**src/sv/pwfbm_pkg.sv**
```systemverilog
// Shared constants, types and helper functions for the periodic inverted Worley fBm unit.
// No dependencies; imported by every module of the block.
package pwfbm_pkg;

	localparam int COORD_FRAC_BITS = 16;
	localparam int MAX_OCTAVES     = 3;
	localparam int MAX_BASE_FREQ   = 64;

	localparam int CELL_W  = 8;
	localparam int FREQ_W  = 9;
	localparam int D2_W    = 34;
	localparam int INV_W   = 17;
	localparam int NOISE_W = 16;
	localparam int MIX_W   = 21;
	localparam int QUOT_W  = 20;
	localparam int RECIP_W = 26;
	localparam int RECIP_SHIFT = 25;

	localparam logic [31:0] HASH_MUL1 = 32'h85ebca6b;
	localparam logic [31:0] HASH_MUL2 = 32'hc2b2ae35;
	localparam logic [31:0] SEED_MUL  = 32'd2654435761;
	localparam logic [31:0] SEED_STEP = 32'd6151;
	localparam logic [31:0] AXIS_PRIME [3] = '{32'd73856093, 32'd19349663, 32'd83492791};

	localparam logic [D2_W-1:0]  D2_START = 34'h3_0000_0000;
	localparam logic [INV_W-1:0] ONE_Q16  = 17'h10000;

	// register indexes on the configuration port
	localparam logic [1:0] REG_BASE_FREQ = 2'd0;
	localparam logic [1:0] REG_OCT_COUNT = 2'd1;
	localparam logic [1:0] REG_SEED      = 2'd2;

	localparam logic [MIX_W-1:0] OCT_WEIGHT [3] = '{21'd12, 21'd3, 21'd1};

	typedef logic [COORD_FRAC_BITS-1:0] coord_t;
	typedef logic [D2_W-1:0]            dist2_t;
	typedef logic [INV_W-1:0]           inv_t;

	typedef struct packed {
		logic [FREQ_W-1:0] freq;
		logic [31:0]       seed_term;
	} oct_cfg_t;

	typedef struct packed {
		logic [19:0] rem;
		logic [15:0] root;
	} sqrt_st_t;

	// one digit of the restoring square root
	function automatic sqrt_st_t sqrt_step(input sqrt_st_t st, input logic [1:0] pair);
		logic [19:0] r;
		logic [19:0] trial;
		sqrt_st_t    res;
		r     = {st.rem[17:0], pair};
		trial = {2'b00, st.root, 2'b01};
		if (r >= trial) begin
			res.rem  = r - trial;
			res.root = {st.root[14:0], 1'b1};
		end else begin
			res.rem  = r;
			res.root = {st.root[14:0], 1'b0};
		end
		return res;
	endfunction

	function automatic dist2_t min3(input dist2_t a, input dist2_t b, input dist2_t c);
		dist2_t m;
		m = (b < a) ? b : a;
		return (c < m) ? c : m;
	endfunction

	function automatic logic [MIX_W-1:0] weight_total(input logic [1:0] n);
		logic [MIX_W-1:0] w;
		case (n)
			2'd2:    w = OCT_WEIGHT[0] + OCT_WEIGHT[1];
			2'd3:    w = OCT_WEIGHT[0] + OCT_WEIGHT[1] + OCT_WEIGHT[2];
			default: w = OCT_WEIGHT[0];
		endcase
		return w;
	endfunction

	// ceil(2^25/3) for /24 after >>3, ceil(2^25/15) for /30 after >>1, 2^25 for /32 after >>5
	function automatic logic [RECIP_W-1:0] div_mult(input logic [1:0] n);
		logic [RECIP_W-1:0] m;
		case (n)
			2'd2:    m = 26'd2236963;
			2'd3:    m = 26'd33554432;
			default: m = 26'd11184811;
		endcase
		return m;
	endfunction

endpackage

```
**src/sv/pwfbm_mix.sv**
```systemverilog
// Octave weighting and rounded division by twice the weight sum (reciprocal multiply).
// Depends on pwfbm_pkg. Stages s15 and s16.
module pwfbm_mix (
	input  logic                clk,
	input  logic                en,
	input  logic [2:0][16:0]    inv,
	input  logic [1:0]          oct_n,
	output logic [15:0]         noise
);
	import pwfbm_pkg::*;

	logic [MIX_W-1:0]          num;
	logic [MIX_W-1:0]          x_s15;
	logic [QUOT_W-1:0]         y;
	logic [QUOT_W+RECIP_W-1:0] prod_s16;

	always_comb begin
		num = MIX_W'(inv[0]) * OCT_WEIGHT[0] + weight_total(oct_n);
		if (oct_n >= 2'd2)
			num = num + MIX_W'(inv[1]) * OCT_WEIGHT[1];
		if (oct_n == 2'd3)
			num = num + MIX_W'(inv[2]) * OCT_WEIGHT[2];
		case (oct_n)
			2'd2:    y = QUOT_W'(x_s15 >> 1);
			2'd3:    y = QUOT_W'(x_s15 >> 5);
			default: y = QUOT_W'(x_s15 >> 3);
		endcase
	end

	always_ff @(posedge clk) begin
		if (en) begin
			x_s15    <= num;
			prod_s16 <= (QUOT_W+RECIP_W)'(y) * (QUOT_W+RECIP_W)'(div_mult(oct_n));
		end
	end

	assign noise = prod_s16[RECIP_SHIFT +: NOISE_W];

endmodule

```
**config.mk**
```make
export PLATFORM = sky130hd
export DESIGN_NAME = pwfbm_mix
export DESIGN_NICKNAME = d
export VERILOG_FILES = /design/src/sv/pwfbm_pkg.sv /design/src/sv/pwfbm_mix.sv
export SDC_FILE = /design/constraint.sdc
export NUM_CORES = 1
export LEC_CHECK = 0
export CAP_MARGIN = 20
export CORE_MARGIN = 2
export CORE_UTILIZATION = 65
export CTS_BUF_LIST = sky130_fd_sc_hd__clkbuf_16
export CTS_CLUSTER_DIAMETER = 100
export DETAILED_ROUTE_END_ITERATION = 10
export DONT_BUFFER_PORTS = 1
export PLACE_DENSITY = 0.88
export REMOVE_ABC_BUFFERS = 1
export SYNTH_ARGS = -nofsm -noshare
export SYNTH_HDL_FRONTEND = slang
export SYNTH_SLANG_ARGS = --single-unit
```
**constraint.sdc**
```tcl
create_clock -name clk -period 10.05 [get_ports clk]
set_input_delay 0.5025 -clock clk [delete_from_list [all_inputs] [get_ports clk]]
set_output_delay 0.5025 -clock clk [all_outputs]
set_load 0.01 [all_outputs]
```
# --- Word-level counts from Yosys, hierarchy flattened ---
# Cells that the tools add are included.
op_classes:
  add_sub_neg: 3
  div: 0
  bitwise: 0
  n_eq_ne: 2
  multipliers: 3
  magnitude_cmp: 1
  n_shift: 0
  mux: 6
  reduce_logical: 0
op_table:
  columns: ["op", "n"]
  rows:
  - ["26-bit one-hot mux with 2 select lines", 1]
  - ["21-bit two-way mux", 2]
  - ["20-bit by 26-bit multiplier with 41-bit output", 1]
  - ["20-bit one-hot mux with 2 select lines", 1]
  - ["17-bit by 2-bit multiplier with 19-bit output, second input constant", 2]
  - ["26-bit two-way mux", 1]
  - ["21-bit by 17-bit adder with 21-bit output", 1]
  - ["21-bit by 19-bit adder with 21-bit output", 1]
  - ["21-bit adder", 1]
  - ["5-bit one-hot mux with 2 select lines", 1]
  - ["2-bit equality test, second input constant", 2]
  - ["2-bit >= comparator, second input constant", 1]
totals:
  mem_count: 0
  reg_bits: 62
  ramBits: 0
  latch_bits: 0
  rom_bits: 0
  input_bits: 55

# --- Depth between registers and ports, before layout ---
depth:
  ltp_word: 7
  depth_mapped: 31
  mapped_depth_nobuf: 30

# --- Least setup slack after synthesis ---
# No wires, ideal clock.
synth_path:
  kind: "input to register"
  start: "input oct_n[0]"
  end: "register prod_s16[40] (data pin)"
  setup_slack_ns: 2.733
  n_path_buf: 2
  t_arrival_ns: 7.057
  required_time_ns: 9.790
  path_stages: 27
  setup_ns: 0.260
  cell_sequence: "and2b_1 -> clkbuf_1 -> clkbuf_1 -> a21o_1 -> ha_1 -> inv_1 -> fa_1 -> fa_1 -> inv_1 -> fa_1 -> fa_1 -> inv_1 -> fa_1 -> inv_1 -> fa_1 -> ha_1 -> a21o_1 -> a21o_1 -> a221oi_1 -> o211ai_1 -> a41oi_1 -> o21ai_1 -> nand2_1 -> o2111ai_1 -> or3_1 -> a31oi_1 -> xnor2_1"
synth_between:
  elab_chain_len: 4
  elab_cells_between_ends: 6
  cone_classes: "mul (1); eq/ne (2); mux (3)"
synth_lines:
  columns: ["element", "line_no", "text"]
  rows:
  - ["start, declared", "pwfbm_mix.sv:7", "input logic [1:0] oct_n,"]
  - ["2-bit equality test", "pwfbm_pkg.sv:85, pwfbm_mix.sv:23", null]
  - ["26-bit one-hot mux with 2 select lines", "pwfbm_pkg.sv:85", "case (n)"]
  - ["26-bit two-way mux", "pwfbm_mix.sv:31", "if (en) begin"]
  - ["20-bit by 26-bit multiplier with 41-bit output *", "pwfbm_mix.sv:33", "prod_s16 <= (QUOT_W+RECIP_W)'(y) * (QUOT_W+RECIP_W)'(div_mult(oct_n));"]
  - ["end signal, assigned", "pwfbm_mix.sv:33", null]
  - ["end, declared", "pwfbm_mix.sv:15", "logic [QUOT_W+RECIP_W-1:0] prod_s16;"]
# Mark *: on every way between the ends. The rest lies on a longest branch, timed or not. The select of a mux whose other input is x is not followed.
# A chain may end at the register's enable or synchronous reset.

# --- Final worst setup path ---
# Ends and elaborated chain as after synthesis.

==> out/metrics.cfg <==
[worst_setup_path]
crit_path_top_delay_cell=and2b_1
path_delay_family=adder cells
path_buf_inv=7
cp-end-kind=flop
slowest_delay_ns=0.75
critPathRequiredTime_ns=10.09
crit_type=in -> reg
crit_fanout=25
critical_path_arrival_ns=7.58
crit_top_cell=inv_1
cp-start-kind=primary input

[clock_tree]
clock-root-buffer=clkbuf_16
clk_pin_slew_ns=0.06
cts_buffers=5
clock_path_buffers=2
ctsResizeCount=0
ctsHoldBuffers=0
clock-sinks=36
htreeDepth=2
insertion_delay_ns=0.29
post_cts_buffers=0
cts_tree=built

[detailed_routing]
wirelength_um=24900
final_antenna_net_count=0
drt_iter0_markers=424
top_layer_used=met4
wl_met3_um=1360
via_per_inst=5.78
vias=8526
dr.pass1.iters=4
met1Wirelength_um=10000
drc=0
wl_met2_um=12800
wl_per_cell_um=16.9

[global_route]
antenna_found_initial=0
grt-ovfl-total=0
grt_pass1_wl_um=41800
grt_pass1_vias=9152
grtUsageTotal=0.266
grt_max_degree=63

[timing]
fmax_mhz=133
finalClockSkew_ns=0.00404
setup-tns-final_ns=0
tightest_slew_ns=0.869
setup-violations-final=0
maxSlewViolCount=0
period_minus_slack_ns=7.54
setup_ws_ns=2.51
rsz0062_at_grt=no
hold_viol=0
period_share=0.750
max-slew-margin-rel=0.420

[floorplan]
initial_core_util=0.656
die_x_um=138
die-height_um=138
pin_count=71
row_count=49
die_area_um2=19100
core_area_um2=17800

[layout]
fillers=1295
seq_area_um2=1080
n_antenna_cell=0
drive_gt1_frac=0.0225
finalNetCount=1687
multiInputGateArea_um2=9590
final_cell_mix=inv_1, ha_1, fa_1, a21oi_1
synthToLayoutAreaGrowth_pct=3.46
final_common_cell=inv_1

[synth]
synth_edf_count=36
async_flop_share=0
ys_types=63
syn_avg_cell_area_um2=9.35
synth_top_cell_by_area=fa_1
synthTopCellsByArea=fa_1, ha_1, edfxtp_1
synth.ff_latch_count=36
yosysSeqAreaShare=0.0924
synthCells=1251
synthesis.area_um2=11700
synth_top_area_frac=0.277
synth_warnings=0
synth_ff_type=edfxtp_1

[place]
io_buffers=0
dp_hpwl_um=22100
pre_cts_slack_ns=2.17
place_congestion=0.945

[hold_path]
hold_path_class=in -> reg

[run]
maxCapViolations=0

[outcome]
status=completed

==> registers in the layout, indices dropped and copies added (netlist names) <==
register / flops
prod_s16: 16
x_s15: 20
==> metal layers <==
layer,vias up,track usage
met5,-,0
met4,0,0.0800
met3,46,0.0461
met2,215,0.503
met1,4118,0.307
li1,4147,-
==> cell families after synthesis <==
group                    count (synthesis)  synth area share
flip-flops                              36            0.0924
AO/OA/AOI/OAI                          225             0.125
multiplexers                             8           0.00727
adder cells (fa/ha/maj)                388             0.519
other                                    2          0.000642
buffers and inverters                  274            0.0879
XOR/XNOR                                87            0.0658
AND/OR/NAND/NOR                        231             0.103
==> path summary, 6_finish.rpt <==
kind | slack [ns] | end | startpoint | cells after the start
setup / recovery | 2.51 | prod_s16[40] | oct_n[0] | 28
hold / removal | 0.32 | prod_s16[25] | en | 0
setup reg to reg | 2.89 | prod_s16[40] | x_s15[8] | 25
hold reg to reg | 1.16 | prod_s16[40] | x_s15[20] | 5
==> layout make-up <==
| cell class | instances | area share |
|---|---|---|
| clock buffer | 5 | 0.0103 |
| clock inverter | 3 | 0.00351 |
| inverter | 259 | 0.0803 |
| multi-input combinational | 941 | 0.792 |
| sequential | 36 | 0.0893 |
| tap | 229 | 0.0237 |
| timing repair buffer | 1 | 0.000620 |
==> through the flow <==
step / hold WS (ns) / cell area (µm²) / utilization / instances
after floorplan: 0.615 / 11600 / - / 1236
after global placement: 0.618 / 11900 / 0.669 / 1466
after detailed placement: 0.618 / 11900 / 0.669 / 1466
after CTS: 0.323 / 12100 / 0.679 / 1474
after global routing: 0.317 / 12100 / 0.679 / 1474
final: 0.319 / 12100 / 0.679 / 1474
==> cell usage after synthesis, drive strengths merged (3+ instances only) <==
library cell	instances
edfxtp	36
fa	162
o211ai	6
or3	5
o2111ai	3
nor2b	27
o31ai	5
mux2i	4
nor4b	3
ha	226
o21bai	7
and2	8
mux2	4
clkbuf	15
inv	259
a21o	46
o21a	10
nor3	13
xnor2	53
a221oi	3
nand3	15
nor2	54
a211oi	8
a21oi	73
or4	3
nand2b	11
nand2	51
or2	5
a41oi	5
and3	17
o21ai	41
xor2	34
nand4	10
Power is left out: the tool's default activity adds up to more than one toggle a clock period on the data nets, which glitch-free logic cannot reach.
